$ cat config.mk
export PLATFORM = sky130hd
export DESIGN_NAME = mlfq_task_scheduler_core
export DESIGN_NICKNAME = d
export VERILOG_FILES = /design/src/mlfq_pkg.sv /design/src/mlfq_task_scheduler_core.sv /design/src/mlfq_level_pick.sv
export SDC_FILE = /design/constraint.sdc
export NUM_CORES = 2
export LEC_CHECK = 0
export ABC_AREA = 1
export BUFFER_PORTS_ARGS = -buffer_cell sky130_fd_sc_hd__buf_4
export CAP_MARGIN = 10
export CORE_MARGIN = 4
export CORE_UTILIZATION = 45
export CTS_CLUSTER_SIZE = 16
export DETAILED_ROUTE_END_ITERATION = 8
export HOLD_SLACK_MARGIN = 0.05
export PLACE_DENSITY = 0.59
export SLEW_MARGIN = 5
export SYNTH_ARGS = -nofsm -noshare
export SYNTH_HDL_FRONTEND = slang
export SYNTH_SLANG_ARGS = --single-unit
$ cat constraint.sdc
create_clock -name clock -period 9.4 [get_ports clock]
set_input_delay 0.94 -clock clock [delete_from_list [all_inputs] [get_ports clock]]
set_output_delay 0.94 -clock clock [all_outputs]
set_load 0.02 [all_outputs]
$ cat src/mlfq_pkg.sv
`timescale 1ns / 1ps
// ----------------------------------------------------------------------------
// mlfq_pkg
// shared types and codes of the feedback queue scheduler
// ----------------------------------------------------------------------------
package mlfq_pkg;

   typedef enum logic [1:0] {
      OP_SUBMIT   = 2'd0,
      OP_DISPATCH = 2'd1,
      OP_TICK     = 2'd2,
      OP_NONE     = 2'd3
   } op_type;

   typedef enum logic [2:0] {
      ST_SUBMITTED = 3'd0,
      ST_REQUEUED  = 3'd1,
      ST_FINISHED  = 3'd2,
      ST_IDLE      = 3'd3,
      ST_REJECTED  = 3'd4,
      ST_TICK      = 3'd5
   } status_type;

   localparam logic [1:0] CSR_BOOST_PERIOD = 2'd0;
   localparam logic [1:0] CSR_QUANTUM      = 2'd1;
   localparam logic [1:0] CSR_LEVEL_SPAN   = 2'd2;

   localparam int LEVELS      = 4;
   localparam logic [19:0] ELAPSED_MAX = 20'hFFFFF;
   localparam logic [15:0] TOTAL_MAX   = 16'hFFFF;

endpackage

$ cat src/mlfq_task_scheduler_core.sv
`timescale 1ns / 1ps
// ----------------------------------------------------------------------------
// mlfq_task_scheduler_core
// four-level feedback queue scheduler over a table of task slots
// ----------------------------------------------------------------------------
// flow: tick, submit and rejected words pass S_DECODE and S_DONE; a dispatch runs
//   S_DECODE, S_PICK, S_READ, S_GRANT, S_PUSH, S_DONE (idle: S_DECODE, S_PICK, S_DONE);
//   a priority boost drains levels 1 to 3, S_BOOST_RD then S_BOOST_MV per task moved
// throughput: one word at a time; req_tready is low while a word is worked on
//   or its result waits in the output register
// reset: synchronous, queues empty, all slots free, elapsed zero, registers at
//   their documented defaults; the slot tables need no clearing
module mlfq_task_scheduler_core
   import mlfq_pkg::*;
#(
   parameter int NUM_TASKS = 32
)(
   input  logic        clock,
   input  logic        reset,
   input  logic        req_tvalid,
   output logic        req_tready,
   // operation[1:0], task_id[6:2], task_length[22:7], io_odds[29:23],
   // random_percent[36:30], random_slice[42:37]
   input  logic [47:0] req_tdata,
   output logic        rsp_tvalid,
   input  logic        rsp_tready,
   // status[2:0], run_task[7:3], slice[15:8], new_level[17:16],
   // remaining[33:18], boosted[34]
   output logic [39:0] rsp_tdata,
   input  logic        csr_we,
   input  logic [1:0]  csr_index,
   input  logic [19:0] csr_wdata
);
   localparam int SW = (NUM_TASKS > 1) ? $clog2(NUM_TASKS) : 1;
   localparam int CW = $clog2(NUM_TASKS + 1);

   typedef enum logic [3:0] {
      S_IDLE, S_DECODE, S_BOOST_RD, S_BOOST_MV, S_PICK, S_READ, S_GRANT,
      S_PUSH, S_DONE
   } state_type;

   state_type   state_ff;
   logic [47:0] req_ff;
   logic [19:0] boost_period_ff;
   logic [7:0]  quantum_ff;
   logic [11:0] level_span_ff;
   logic [19:0] elapsed_ff;
   logic [SW-1:0] head_ff  [LEVELS];
   logic [SW-1:0] tail_ff  [LEVELS];
   logic [CW-1:0] count_ff [LEVELS];
   logic [NUM_TASKS-1:0] busy_ff;
   // slot tables, single clocked write and registered read
   logic [SW-1:0] link_mem  [NUM_TASKS];
   logic [15:0]   work_mem  [NUM_TASKS];
   logic [15:0]   total_mem [NUM_TASKS];
   logic [6:0]    odds_mem  [NUM_TASKS];
   logic [SW-1:0] link_rd_ff;
   logic [15:0]   work_rd_ff;
   logic [15:0]   total_rd_ff;
   logic [6:0]    odds_rd_ff;

   logic [1:0]    blvl_ff;     // level drained by the boost
   logic [1:0]    dlvl_ff;     // level popped by the dispatch
   logic [SW-1:0] slot_ff;
   logic          boosted_ff;
   logic [7:0]    slice_ff;
   logic [15:0]   rem_ff;
   logic [15:0]   tot_ff;
   logic          rsp_valid_ff;
   logic [39:0]   rsp_data_ff;

   // held request fields used by submit and grant
   logic [SW-1:0] sub_slot;
   logic [6:0]    rpct_q;
   logic [5:0]    rslice_q;
   assign sub_slot = SW'(req_ff[6:2]);
   assign rpct_q   = req_ff[36:30];
   assign rslice_q = req_ff[42:37];

   // level compare against the new run total
   logic [1:0] pick_lvl;
   mlfq_level_pick u_pick (.total(tot_ff), .span(level_span_ff), .level(pick_lvl));

   // grant arithmetic on registered table reads
   logic [7:0]  cap;
   logic [15:0] slice_w;
   logic [16:0] tsum;
   assign cap     = (rpct_q <= odds_rd_ff) ? {2'b00, rslice_q} : quantum_ff;
   assign slice_w = (work_rd_ff < {8'd0, cap}) ? work_rd_ff : {8'd0, cap};
   assign tsum    = {1'b0, total_rd_ff} + {1'b0, slice_w};

   assign req_tready = (state_ff == S_IDLE) && !rsp_valid_ff;
   assign rsp_tvalid = rsp_valid_ff;
   assign rsp_tdata  = rsp_data_ff;

   logic [SW-1:0] rd_addr;
   always_comb begin
      case (state_ff)
         S_BOOST_RD: rd_addr = head_ff[blvl_ff];
         default:    rd_addr = slot_ff;
      endcase
   end

   always_ff @(posedge clock) begin
      link_rd_ff  <= link_mem[rd_addr];
      work_rd_ff  <= work_mem[rd_addr];
      total_rd_ff <= total_mem[rd_addr];
      odds_rd_ff  <= odds_mem[rd_addr];
   end

   function automatic logic [39:0] pack(status_type st, logic [4:0] t, logic [7:0] sl,
                                        logic [1:0] lv, logic [15:0] rm, logic b);
      return {5'd0, b, rm, lv, sl, t, st};
   endfunction

   always_ff @(posedge clock) begin
      if (reset) begin
         state_ff        <= S_IDLE;
         boost_period_ff <= 20'd1000;
         quantum_ff      <= 8'd50;
         level_span_ff   <= 12'd200;
         elapsed_ff      <= '0;
         busy_ff         <= '0;
         rsp_valid_ff    <= 1'b0;
         for (int i = 0; i < LEVELS; i++) begin
            head_ff[i]  <= '0;
            tail_ff[i]  <= '0;
            count_ff[i] <= '0;
         end
      end else begin
         if (csr_we) begin
            case (csr_index)
               CSR_BOOST_PERIOD: boost_period_ff <= csr_wdata;
               CSR_QUANTUM:      quantum_ff      <= csr_wdata[7:0];
               CSR_LEVEL_SPAN:   level_span_ff   <= csr_wdata[11:0];
               default: ;
            endcase
         end
         if (rsp_valid_ff && rsp_tready) rsp_valid_ff <= 1'b0;
         case (state_ff)
            S_IDLE: begin
               if (req_tvalid && req_tready) begin
                  req_ff   <= req_tdata;
                  state_ff <= S_DECODE;
               end
            end
            S_DECODE: begin
               boosted_ff <= 1'b0;
               blvl_ff    <= 2'd1;
               state_ff   <= S_DONE;
               case (op_type'(req_ff[1:0]))
                  OP_SUBMIT: begin
                     if ({{(32-5){1'b0}}, req_ff[6:2]} < NUM_TASKS
                         && !busy_ff[sub_slot]) begin
                        busy_ff[sub_slot]   <= 1'b1;
                        work_mem[sub_slot]  <= req_ff[22:7];
                        total_mem[sub_slot] <= '0;
                        odds_mem[sub_slot]  <= req_ff[29:23];
                        if (count_ff[0] == '0) head_ff[0] <= sub_slot;
                        else link_mem[tail_ff[0]] <= sub_slot;
                        tail_ff[0]  <= sub_slot;
                        count_ff[0] <= count_ff[0] + 1'b1;
                        rsp_data_ff <= pack(ST_SUBMITTED, req_ff[6:2], '0, '0,
                                            req_ff[22:7], 1'b0);
                     end else begin
                        rsp_data_ff <= pack(ST_REJECTED, req_ff[6:2], '0, '0, '0, 1'b0);
                     end
                  end
                  OP_DISPATCH: begin
                     if (elapsed_ff >= boost_period_ff) begin
                        boosted_ff <= 1'b1;
                        elapsed_ff <= '0;
                        state_ff   <= S_BOOST_RD;
                     end else begin
                        state_ff <= S_PICK;
                     end
                  end
                  OP_TICK: begin
                     if (elapsed_ff != ELAPSED_MAX) elapsed_ff <= elapsed_ff + 1'b1;
                     rsp_data_ff <= pack(ST_TICK, '0, '0, '0, '0, 1'b0);
                  end
                  default: rsp_data_ff <= pack(ST_REJECTED, '0, '0, '0, '0, 1'b0);
               endcase
            end
            S_BOOST_RD: begin
               // one level drained head first, link read registered
               if (count_ff[blvl_ff] == '0) begin
                  if (blvl_ff == 2'd3) state_ff <= S_PICK;
                  else blvl_ff <= blvl_ff + 2'd1;
               end else begin
                  slot_ff  <= head_ff[blvl_ff];
                  state_ff <= S_BOOST_MV;
               end
            end
            S_BOOST_MV: begin
               if (count_ff[blvl_ff] > 1) head_ff[blvl_ff] <= link_rd_ff;
               count_ff[blvl_ff]  <= count_ff[blvl_ff] - 1'b1;
               total_mem[slot_ff] <= '0;
               if (count_ff[0] == '0) head_ff[0] <= slot_ff;
               else link_mem[tail_ff[0]] <= slot_ff;
               tail_ff[0]  <= slot_ff;
               count_ff[0] <= count_ff[0] + 1'b1;
               state_ff    <= S_BOOST_RD;
            end
            S_PICK: begin
               if (count_ff[0] != '0) begin
                  dlvl_ff <= 2'd0; slot_ff <= head_ff[0]; state_ff <= S_READ;
               end else if (count_ff[1] != '0) begin
                  dlvl_ff <= 2'd1; slot_ff <= head_ff[1]; state_ff <= S_READ;
               end else if (count_ff[2] != '0) begin
                  dlvl_ff <= 2'd2; slot_ff <= head_ff[2]; state_ff <= S_READ;
               end else if (count_ff[3] != '0) begin
                  dlvl_ff <= 2'd3; slot_ff <= head_ff[3]; state_ff <= S_READ;
               end else begin
                  rsp_data_ff <= pack(ST_IDLE, '0, '0, '0, '0, boosted_ff);
                  state_ff    <= S_DONE;
               end
            end
            S_READ: state_ff <= S_GRANT;
            S_GRANT: begin
               if (count_ff[dlvl_ff] > 1) head_ff[dlvl_ff] <= link_rd_ff;
               count_ff[dlvl_ff] <= count_ff[dlvl_ff] - 1'b1;
               slice_ff <= slice_w[7:0];
               rem_ff   <= work_rd_ff - slice_w;
               tot_ff   <= tsum[16] ? TOTAL_MAX : tsum[15:0];
               work_mem[slot_ff]  <= work_rd_ff - slice_w;
               total_mem[slot_ff] <= tsum[16] ? TOTAL_MAX : tsum[15:0];
               state_ff <= S_PUSH;
            end
            S_PUSH: begin
               if (rem_ff == '0) begin
                  busy_ff[slot_ff] <= 1'b0;
                  rsp_data_ff <= pack(ST_FINISHED, 5'(slot_ff), slice_ff, '0, rem_ff,
                                      boosted_ff);
               end else begin
                  if (count_ff[pick_lvl] == '0) head_ff[pick_lvl] <= slot_ff;
                  else link_mem[tail_ff[pick_lvl]] <= slot_ff;
                  tail_ff[pick_lvl]  <= slot_ff;
                  count_ff[pick_lvl] <= count_ff[pick_lvl] + 1'b1;
                  rsp_data_ff <= pack(ST_REQUEUED, 5'(slot_ff), slice_ff, pick_lvl,
                                      rem_ff, boosted_ff);
               end
               state_ff <= S_DONE;
            end
            S_DONE: begin
               rsp_valid_ff <= 1'b1;
               state_ff     <= S_IDLE;
            end
            default: state_ff <= S_IDLE;
         endcase
      end
   end
endmodule

$ cat src/mlfq_level_pick.sv
`timescale 1ns / 1ps
// ----------------------------------------------------------------------------
// mlfq_level_pick
// chooses the requeue level from a run total and the level span
// ----------------------------------------------------------------------------
module mlfq_level_pick
   import mlfq_pkg::*;
(
   input  logic [15:0] total,
   input  logic [11:0] span,
   output logic [1:0]  level
);
   logic [13:0] span2;
   logic [13:0] span3;

   assign span2 = {1'b0, span, 1'b0};
   assign span3 = span2 + {2'b00, span};

   always_comb begin
      if (total <= {4'd0, span})
         level = 2'd0;
      else if (total > {2'd0, span3})
         level = 2'd3;
      else if (total > {2'd0, span2})
         level = 2'd2;
      else
         level = 2'd1;
   end
endmodule

# == Yosys cells after proc, flatten, opt, wreduce, memory -nomap -nowiden ==
# Memories as Yosys holds them, arrays and structs flattened. A register that Yosys moved wholly into a read port is not among the register bits.
# Cells that the tools add are included.
# classes
add_sub_neg,9
mul,0
div,0
n_lt_le_gt_ge,12
eq_ne,32
n_shift,0
muxes,146
n_bitwise,18
n_reduce_logical,48
# op_table
op,n
one-hot mux 40 bit (3 select lines),2
two-way mux 40 bit,4
two-way mux 32 bit,3
two-way mux 5 bit,19
two-way mux 16 bit,5
two-way mux 1 bit,70
one-hot mux 32 bit (2 select lines),1
two-way mux 20 bit,2
one-hot mux 20 bit (2 select lines),1
two-way mux 34 bit,1
bitwise AND 32 bit,1
two-way mux 2 bit,16
two-way mux 4 bit,8
NOT 32 bit,1
bitwise OR 32 bit,1
one-hot mux 4 bit (8 select lines),1
OR reduction 16 bit,2
two-way mux 6 bit,5
OR reduction 5 bit,5
!= test 2 bit (second input constant),12
nonzero test 6 bit,4
adder 20 x 1 -> 20 bit (second input constant),1
greater-or-equal comparator 20 bit,1
!= test 20 bit (second input constant),1
other kinds (48),98
# totals
ff_bits,230
latch_bits,0
ramBits,1472
rom_bits,0
inputBits,75
out_inout_bits,42
wordCells,289
memories,7
# memory_table
name,depth,width,read_ports,rd_clocked_by_memory_dff,wr,line,rtl
total_mem,32,16,1,1,1,mlfq_task_scheduler_core.sv:55,logic [15:0] total_mem [NUM_TASKS];
work_mem,32,16,1,1,1,mlfq_task_scheduler_core.sv:54,logic [15:0] work_mem [NUM_TASKS];
odds_mem,32,7,1,1,1,mlfq_task_scheduler_core.sv:56,logic [6:0] odds_mem [NUM_TASKS];
link_mem,32,5,1,1,1,mlfq_task_scheduler_core.sv:53,logic [SW-1:0] link_mem [NUM_TASKS];
count_ff,4,6,7,1,4,mlfq_task_scheduler_core.sv:50,logic [CW-1:0] count_ff [LEVELS];
head_ff,4,5,5,1,4,mlfq_task_scheduler_core.sv:48,logic [SW-1:0] head_ff [LEVELS];
+1 memories,n/a,n/a,n/a,n/a,n/a,n/a,

# == Logic depth before layout (Yosys ltp) ==
# An unclocked memory read counts as a cell.
# depth
ltp_word,13
mapped_depth,37
depth_no_buf,37

# == By module ==
# Synthesis repeated with hierarchy kept, for this count alone.
# hier_totals
cells_unflattened,7008
area_unflattened_um2,77267.9
# modules_own_cells
module,n_inst,cells_per_inst,area_per_inst_um2,seq_area_each_um2
mlfq_task_scheduler_core,1,6763,75751.4,50908.8
mlfq_level_pick,1,245,1516.5,0.0

# == Worst setup path before layout ==
# No wires, ideal clock.
# synth_path
path_type,register to register
start,register req_ff[32]
end,"memory total_mem[0][7], data pin"
t_arrival_ns,6.104
t_required_ns,9.023
slack_ns,2.919
path_stages_with_launch,35
path_buffers,1
path_cell_list,edfxtp_1 > ha_1 > nand2_1 > o21ai_0 > nand2_1 > o211ai_1 > nand2_1 > inv_1 > nand2_1 > ha_1 > nand2_1 > inv_1 > and3_1 > a2111oi_2 > nand2_1 > o21ai_0 > ha_1 > inv_1 > fa_1 > nor2_1 > o21ai_0 > nand2_1 > nand2_1 > nand3_1 > a21oi_1 > o21bai_1 > nand2_1 > nand2_1 > nand2_1 > nand2_1 > nand2_1 > nand2_1 > clkinv_1 > clkbuf_1 > a21oi_1
# synth_via
elab_chain_len,8
# synth_rtl
item,line,rtl
from (decl),mlfq_task_scheduler_core.sv:43,logic [47:0] req_ff;
from (signal assigned),mlfq_task_scheduler_core.sv:143,req_ff <= req_tdata;
less-or-equal comparator 7 bit (*),mlfq_task_scheduler_core.sv:88,"assign cap = (rpct_q <= odds_rd_ff) ? {2'b00, rslice_q} : quantum_ff;"
two-way mux 8 bit (*),mlfq_task_scheduler_core.sv:88,
less-than comparator 16 x 8 -> 1 bit,mlfq_task_scheduler_core.sv:89,"assign slice_w = (work_rd_ff < {8'd0, cap}) ? work_rd_ff : {8'd0, cap};"
two-way mux 16 bit (*),mlfq_task_scheduler_core.sv:89,
net slice_w[0],mlfq_task_scheduler_core.sv:86,logic [15:0] slice_w;
adder 16 x 16 -> 17 bit (*),mlfq_task_scheduler_core.sv:90,"assign tsum = {1'b0, total_rd_ff} + {1'b0, slice_w};"
two-way mux 16 bit (*),mlfq_task_scheduler_core.sv:227,total_mem[slot_ff] <= tsum[16] ? TOTAL_MAX : tsum[15:0];
two-way mux 16 bit (no source line) (*) (2 in a row),n/a,
to (decl),mlfq_task_scheduler_core.sv:55,
# The timed path passes the listed nets; every way through them passes the cells marked *.

# == Final worst setup path ==
# layout_path
start,register req_ff[32]
end,"memory total_mem[7][15], data pin"
# Same word-level chain as after synthesis.

==> flow_metrics.py <==
metrics = {
    "place": {
        "place_hpwl_um": 128000,
        "gp_congestion": 0.894,
        "numPortBuffers": 106,
        "dpl_worst_slack_ns": 1.12,
    },
    "worst_setup_path": {
        "startpoint_type": "register",
        "cpPeakStageDelay_ns": 0.74,
        "path_max_fanout": 32,
        "worstSetupPathType": "register to register",
        "r2r_cells": 35,
        "critical_path_arrival_ns": 8.85,
        "cp_slowest_cell": "o21ai_0",
        "critPathCaptureType": "register",
        "critPathRequiredTime_ns": 9.88,
        "crit_top_cell": "nand2_1",
    },
    "timing": {
        "finalSetupViolCount": 0,
        "rsz0062_at_grt": "no",
        "fin_ws_ns": 1.03,
        "fin_worst_skew_ns": 0.0267,
        "fmax_ghz": 0.120,
        "period_minus_slack_ns": 8.37,
        "drv_slew": 0,
        "fin_setup_tns_ns": 0,
        "max-slew-margin-rel_pct": 8.36,
        "tightest_slew_ns": 1.36,
        "period_share_pct": 89.0,
        "finalHoldViolCount": 0,
    },
    "clock_tree": {
        "clkSlewWorstSetupHoldPaths_ns": 0.06,
        "holdBufCountCts": 0,
        "ctsResizeCount": 0,
        "cts_tree": "yes",
        "post_cts_buffers": 0,
        "ctsHtreeMaxLevel": 4,
        "cts-root-buf": "clkbuf_16",
        "clock_path_buffers": 3,
        "numCtsBuffers": 183,
        "cts_sinks": 1743,
        "insertion_delay_ns": 0.83,
    },
    "synth": {
        "ys_async_sr_fraction_pct": 0,
        "yosysWarnings": 0,
        "synth_edf_count": 1600,
        "synth_cell_types": 60,
        "ys.flop_type": "edfxtp_1",
        "synth.cell_area_um2": 74400,
        "syn_inst": 6325,
        "syn_area_per_cell_um2": 11.8,
        "yosysSeqAreaShare_pct": 68.5,
        "ys_ff_latch": 1743,
    },
    "power_and_ir_drop": {
        "powerDensity_nw_per_um2": 207,
        "power_w": 0.0173,
        "p_leak_nw": 29.5,
        "peakVddDrop_uv": 178,
    },
    "final_layout": {
        "regArea_um2": 50900,
        "drive_gt1_share_pct": 9.54,
        "syn2layout_area_growth_pct": 12.4,
        "multi_input_area_um2": 21100,
        "nets": 6553,
        "fillers": 14200,
    },
    "route": {
        "routed_wl_um": 216000,
        "firstDrtPassIters": 6,
        "drt-initial-drc-count": 6118,
        "routedWlPerCell_um": 24.9,
        "vias": 51400,
        "drc": 0,
        "avgViaCountPerCell": 5.91,
        "final_antenna_net_count": 0,
    },
    "global_routing": {
        "antenna_found_initial": 3,
        "grt.overflow.total": 0,
        "grt_usage_pct": 24.3,
        "grt_pass1_vias": 48100,
        "grt_pass1_wl_um": 318000,
        "grt_start_max_net_pins": 169,
    },
    "floorplanning": {
        "die_w_um": 415,
        "rows": 148,
        "die_h_um": 415,
        "core_area_um2": 164000,
        "ios": 117,
        "start_util_pct": 45.5,
        "die_area_um2": 172000,
    },
    "flow_run": {
        "cap_violations": 0,
    },
    "hold_path": {
        "hp-class": "primary input to register",
        "min_path_cells": 1,
    },
    "outcome": {
        "outcome": "complete, no violations",
    },
}
[synth_stat cells, types with 9 or more instances]
master	number	area, µm²
a21oi_1	147	736
buf_2	27	135
o21ai_0	921	4610
buf_1	19	71.3
nand3_1	216	1080
nor3_1	35	175
nand3_2	10	100
a31oi_1	86	538
o22ai_1	81	507
o211a_1	16	160
nand2_2	26	163
inv_1	324	1220
xnor2_1	10	87.6
ha_1	120	1500
o211ai_1	81	608
o32ai_1	13	114
o221ai_1	285	2500
a32o_1	9	90.1
nor2_1	1031	3870
or2_2	11	68.8
inv_2	10	37.5
nor4_1	10	62.6
xor2_1	45	394
o21ai_1	10	50.1
nand4_1	29	181
dfxtp_1	143	2860
a22oi_1	15	113
and3_1	16	100
edfxtp_1	1600	48000
nand2_1	569	2140
clkbuf_1	318	1190
buf_4	11	82.6
[registers in the layout (all words and copies together) (netlist names), 7 cells and up, named ones only]
name	flops
boost_period_ff	20
busy_ff	32
count_ff	24
elapsed_ff	20
head_ff	20
level_span_ff	12
link_mem	160
odds_mem	224
odds_rd_ff	7
quantum_ff	8
rem_ff	16
req_ff	43
rsp_tdata	35
slice_ff	8
tail_ff	20
tot_ff	16
total_mem	512
total_rd_ff	16
work_mem	512
work_rd_ff	16
[worst max-delay path: cells and delay by family, from the launching register on]
family | cells | cell delay [ns]
DFF | 1 | 0.36
and+or+nand+nor | 17 | 2.89
buffers and inverters | 4 | 1.46
AOI/OAI and AO/OA | 10 | 1.94
adders and majority gates | 4 | 1.36
[through the flow]
stage | utilization, % | hold slack, ns | std cells | cell area (µm²)
3_3_place_gp | 47.5 | 0.450 | 8343 | 77700
6_report | 51.1 | 0.295 | 8689 | 83600
2_1_floorplan | - | 0.424 | 6337 | 74400
3_5_place_dp | 47.5 | 0.456 | 8343 | 77700
5_1_grt | 51.1 | 0.249 | 8686 | 83600
4_1_cts | 51.1 | 0.230 | 8684 | 83500
[worst paths after layout]
kind / start / endpoint / slack (ns)
worst min register to register: boost_period_ff[2]$_SDFFE_PP0P_ / boost_period_ff[2]$_SDFFE_PP0P_ / 0.47
worst max register to register: req_ff[32]$_DFFE_PP_ / total_mem[7][15]$_DFFE_PP_ / 1.03
worst max-delay path: req_ff[32]$_DFFE_PP_ / total_mem[7][15]$_DFFE_PP_ / 1.03
worst min-delay path: req_tdata[23] / req_ff[23]$_DFFE_PP_ / 0.30
[layout make-up]
type / instances / share of cell area [%]
Sequential cell: 1743 / 60.9
Multi-Input combinational cell: 3876 / 25.2
Clock buffer: 250 / 6.03
Tap cell: 2175 / 3.26
Timing Repair Buffer: 213 / 2.08
Inverter: 338 / 1.55
Clock inverter: 91 / 0.951
Antenna cell: 3 / 0.00898
[logic make-up (layout without fill, tap and decap cells)]
kind of cell	count (synthesis)	in the layout	synth area share, %
AND/OR/NAND/NOR	1987	1987	11.1
buffers and inverters	718	892	3.79
other	1	16	0.00504
flip-flops	1743	1743	68.5
adder cells (fa/ha/maj)	123	123	2.10
XOR/XNOR	55	55	0.648
AO/OA/AOI/OAI	1698	1698	13.9
[where the power goes]
part | leakage (nW) | internal (W) | total (W) | switching, W
clock network | 2.85 | 0.00408 | 0.00707 | 0.00300
logic | 9.76 | 0.000386 | 0.00145 | 0.00106
registers | 16.9 | 0.00865 | 0.00876 | 0.000116
[placed cells by master, fill, tap and decap left out, types with 34 or more instances in the layout]
master,count
o22ai_1,81
nand3_1,216
edfxtp_1,1600
nand2_1,567
ha_1,120
clkbuf_16,188
inv_1,320
a31oi_1,86
buf_4,201
clkinv_1,41
xor2_1,45
clkbuf_1,52
nor2_1,989
o221ai_1,285
o211ai_1,81
nor3_1,34
a21oi_1,141
o21ai_0,904
dfxtp_1,143
[per-layer routing]
metal	GRT usage [%]	wire [µm]	up-vias	share of wire, %
met1	35.5	95300	25600	44
met2	37.4	98000	2119	45
li1	-	-	23300	-
met3	4.21	16900	316	7.8
met5	0	0	-	0
met4	7.33	6040	0	2.8
Power figures use the tool's default switching activity.
